## src/sv/mfas_ram.sv

```systemverilog
// ----------------------------------------------------------------------------
// mfas_ram: generic simple dual-port RAM
// One write port, one read port, read data registered.
// ----------------------------------------------------------------------------
`default_nettype none

module mfas_ram #(
  parameter int unsigned WIDTH = 8,
  parameter int unsigned DEPTH = 256
) (
  input  wire logic                     clk_i,
  input  wire logic                     we_i,
  input  wire logic [$clog2(DEPTH)-1:0] waddr_i,
  input  wire logic [WIDTH-1:0]         wdata_i,
  input  wire logic [$clog2(DEPTH)-1:0] raddr_i,
  output      logic [WIDTH-1:0]         rdata_o
);

  logic [WIDTH-1:0] mem_q [DEPTH];

  // Write and registered read
  always_ff @(posedge clk_i) begin
    if (we_i) begin
      mem_q[waddr_i] <= wdata_i;
    end
    rdata_o <= mem_q[raddr_i];
  end

endmodule

`default_nettype wire

```

## config.mk

```make
export PLATFORM = sky130hd
export DESIGN_NAME = mfas_ram
export DESIGN_NICKNAME = d
export VERILOG_FILES = /design/src/sv/mfas_ram.sv
export SDC_FILE = /design/constraint.sdc
export NUM_CORES = 2
export LEC_CHECK = 0
export BUFFER_PORTS_ARGS = -buffer_cell sky130_fd_sc_hd__buf_2
export CAP_MARGIN = 20
export CORE_MARGIN = 4
export CORE_UTILIZATION = 45
export CTS_CLUSTER_DIAMETER = 150
export CTS_CLUSTER_SIZE = 20
export DETAILED_ROUTE_END_ITERATION = 8
export SKIP_CTS_REPAIR_TIMING = 1
export SLEW_MARGIN = 20
export SYNTH_ARGS = -nofsm -noshare
export SYNTH_HDL_FRONTEND = slang
export SYNTH_SLANG_ARGS = --single-unit
```

## constraint.sdc

```tcl
create_clock -name clk_i -period 5.9 [get_ports clk_i]
set_input_delay 0.59 -clock clk_i [delete_from_list [all_inputs] [get_ports clk_i]]
set_output_delay 0.59 -clock clk_i [all_outputs]
set_load 0.02 [all_outputs]
```

## Word-level counts from Yosys, hierarchy flattened

Memory sizes are Yosys's and may differ from the RTL's. A register that Yosys moved wholly into a read port is not among the register bits.
Index checks and enable logic that the tools add are counted.
W data, S select, Z words.

| cells by class | value |
|---|---|
| muxes and demuxes | 2 |

Operator list:

| cell | count |
|---|---|
| $mux W1 | 2 |

| storage, ports and cells | value |
|---|---|
| bits in registers | 0 |
| memory bits (writable) | 2,048 |
| bits of input ports | 26 |
| output and inout port bits | 8 |
| logic and storage cells | 3 |
| memories kept | 1 |

Memory list:

| name | words | width | rd ports | clocked after Yosys merged registers in | wr ports | line | RTL |
|---|---|---|---|---|---|---|---|
| mem_q | 256 | 8 | 1 | 1 | 1 | 19 | `logic [WIDTH-1:0] mem_q [DEPTH];` |

## Depth between registers and ports, before layout

| logic depth | value |
|---|---|
| depth after elaboration | 2 |
| gate-level depth with buffers | 11 |
| depth with buffers taken out | 6 |

## Least setup slack after synthesis

Ideal clock, no wire load.

| timing | value |
|---|---|
| path kind | input -> register |
| start point | input port raddr_i[0] |
| end point | register rdata_o[2] (read register of mem_q) |
| library setup time | 0.131 ns |
| data arrival time | 2.397 ns |
| data required time | 5.769 ns |
| path slack | 3.372 ns |
| stages on the path | 9 |
| cells stage by stage | buf_6 > buf_12 > buf_8 > buf_2 > mux4_2 > a22oi_1 > a21oi_1 > nor4_1 > nor4_2 |

RTL lines:

| what | line | RTL |
|---|---|---|
| start, declared | 15 | `input wire logic [$clog2(DEPTH)-1:0] raddr_i,` |
| end, declared | 16 | `output logic [WIDTH-1:0] rdata_o` |

==> out/results.ini <==
[route]
route.detailed.drc=0
dr_total_vias=38100
drt_iter0_markers=4990
drt-wirelength-per-cell_um=32.7
final_antenna_net_count=0
dr.pass1.iters=6
via_per_inst=6.24
wl_um=200000

[critical_path]
r2r_end=rdata_o[4]
crit_top_cell=buf_4
crit_path_max_incr_delay_ps=1060
crit_buf_inv=4
rr_worst_depth=7
cp-end-kind=flip-flop
path_cells=buf_8 > buf_4 > buf_4 > mux4_2 > o211ai_1 > nand3_1 > nor4_1 > buf_4 > nor4_1
rrSetupSlack_ps=2900
worstReg2RegStart=mem_q[55][4]
critPathKind=in2reg
crit_path_start_kind=input pin
cp_data_required_time_ps=6530
cp_max_fo=44
cp_top_family=buffers and inverters
cp_slowest_cell=nor4_1
arrival_ps=4660

[placed_design]
port-buffer-count=33
hpwl_um=123000
gp_congestion=0.840

[synth]
synth.area.mux_share_pct=14.6
synth-compound-area-share_pct=3.42
yosys.area_share.adder_pct=0
ys_warn_count=0
synth_top_area_share_pct=77.3
yosysTopAreaCell=edfxtp_1
synthTopCellsByArea=edfxtp_1, mux4_2, mux2i_1, nor2_1, a22oi_1
synthesis.nets=3759
synthSimpleGateAreaFrac_pct=2.63
ys_ff_latch=2056
synthArstFlopShare_pct=0
post_synth_xor_area_fraction_pct=0
syn-cell-area_mm2=0.0796
synth_top_family_by_area=multiplexers
netlist_instances=3733
synth_ff_type=edfxtp_1
avgSynthCellArea_um2=21.3
synth.distinct_cells=55
synth_edf_count=2048
ys_seq_area_share_pct=77.5

[grt]
antenna_found_initial=9
grt_max_degree=152
globalRouteOverflowTotal=0
track_usage_pct=21.5
first_global_vias=37800
grt_first_pass_wirelength_um=285000

[layout]
drive_above_1_share_pct=19.1
syn_to_final_growth_pct=7.35
final_nets=3756

[die]
io_pins=34
initial_utilization_pct=45.2
die_y_um=428
rows=154
core_region_area_mm2=0.176
die_area_mm2=0.184
die_w_um=428

[pwr]
p_leak_nw=25.4
peakVddDrop_mv=0.264
power_density_mw_per_mm2=301

[clock_network]
cts_buffer_depth=3
path_clk_slew_ps=90
cts_root_buf=clkbuf_16
cts_buffers=112
htreeDepth=3
clock_sinks=2056
cts_tree=done
clk_latency_ps=780

[timing]
tightest_slew_ps=1250
hold_viol=0
fin_skew_ps=30.9
max_freq_mhz=248
finalSetupTns_ps=0
rsz0062_at_grt=no
slew_headroom_pct=15.8
min_period_ps=4030
drv_slew=0
whs_ps=195
finalCritPeriodShare_pct=68.3
setup_violations=0

[outcome]
status=completed

[min_path]
min_to=mem_q[12][7]
hold_depth=1
hp-class=in2reg
hold_start=wdata_i[7]

[job]
maxCapViolations=0

## state kept, by name, indices dropped and copies added, names as in the netlist
name	flops
rdata_o	8
mem_q	2048
## where the power goes
| part | internal [W] | total (W) | leakage (nW) | switching (W) |
|---|---|---|---|---|
| Sequential | 0.0161 | 0.0161 | 18.5 | 0.0000323 |
| Clock | 0.00358 | 0.00810 | 1.50 | 0.00453 |
| Combinational | 0.000477 | 0.00146 | 5.47 | 0.000987 |
| Total | 0.0201 | 0.0257 | 25.4 | 0.00555 |
## cell usage in the layout, fill, tap and decap left out, drive strengths merged, types with 16 or more instances in the layout
cell type and n:
a211oi 16, a21oi 96, a22oi 133, buf 116, clkbuf 149, edfxtp 2048
mux2i 134, mux4 456, nand2 33, nand3 34, nor2 282, nor2b 31
nor3 22, nor4 27, o221ai 47, o22ai 28
## logic make-up after synthesis
kind of cell,Yosys count
mux,591
buf+inv,235
compound gates,385
flops,2056
simple gates,466
## final cells by class
type	instances	area, um2
diodes	6	15.0
clock buffers	149	2980
clock inverters	6	108
fillers	14100	90500
inverters	2	7.51
multi-input cells	1442	16600
flip-flops and latches	2056	61700
well taps	2340	2930
repair buffers	116	1150
## routing by layer
layer | global-route usage, % | vias up | part of all wire (%)
li1 | - | 15600 | -
met5 | 0 | - | 0
met3 | 3.74 | 269 | 8.6
met4 | 6.16 | 0 | 3.0
met1 | 32.5 | 20600 | 43
met2 | 32.3 | 1719 | 46
## cell usage after synthesis, types with 2 or more instances
| master | number |
|---|---|
| a2111oi_0 | 2 |
| a2111oi_1 | 2 |
| a211oi_1 | 16 |
| a21oi_1 | 96 |
| a221oi_1 | 13 |
| a22o_1 | 8 |
| a22oi_1 | 133 |
| a311oi_1 | 2 |
| a31oi_1 | 2 |
| and2_1 | 6 |
| and3b_1 | 2 |
| buf_1 | 22 |
| buf_12 | 8 |
| buf_2 | 31 |
| buf_4 | 27 |
| buf_6 | 21 |
| buf_8 | 13 |
| clkbuf_1 | 111 |
| dfxtp_1 | 8 |
| edfxtp_1 | 2048 |
| mux2i_1 | 134 |
| mux4_1 | 2 |
| mux4_2 | 454 |
| nand2_1 | 33 |
| nand2b_1 | 8 |
| nand3_1 | 34 |
| nand3b_1 | 2 |
| nand4_1 | 10 |
| nor2_1 | 282 |
| nor2b_1 | 31 |
| nor3_1 | 22 |
| nor4_1 | 24 |
| nor4_2 | 3 |
| o211ai_1 | 10 |
| o21ai_0 | 10 |
| o21ai_1 | 2 |
| o221ai_1 | 46 |
| o22a_1 | 5 |
| o22ai_1 | 28 |
| o32ai_1 | 4 |
| or2_2 | 4 |
## stage by stage
| stage | worst slack [ps] | utilization [%] | std cells | total power [W] | cell area, um2 |
|---|---|---|---|---|---|
| 5_1_grt | 1820 | 48.5 | 6114 | 0.0265 | 85400 |
| 3_3_place_gp | 779 | 46.7 | 5952 | 0.0179 | 82200 |
| 2_1_floorplan | 3370 | - | 3733 | 0.0172 | 79600 |
| 6_report | 1870 | 48.5 | 6117 | 0.0257 | 85400 |
| 4_1_cts | 2000 | 48.5 | 6110 | 0.0258 | 85400 |
| 3_5_place_dp | 1150 | 46.8 | 5955 | 0.0179 | 82300 |
## worst max path at each step
stage	slack, ps	start	end	cells after the start
4_1_cts	2000	raddr_i[0]	rdata_o[4]	9
6_report	1870	raddr_i[0]	rdata_o[4]	9
2_1_floorplan	3370	raddr_i[0]	rdata_o[2]	9
5_1_grt	1820	raddr_i[0]	rdata_o[4]	9
3_3_place_gp	780	raddr_i[0]	rdata_o[2]	9
3_5_place_dp	1150	raddr_i[0]	rdata_o[4]	9
(Power assumes the default switching activity.)
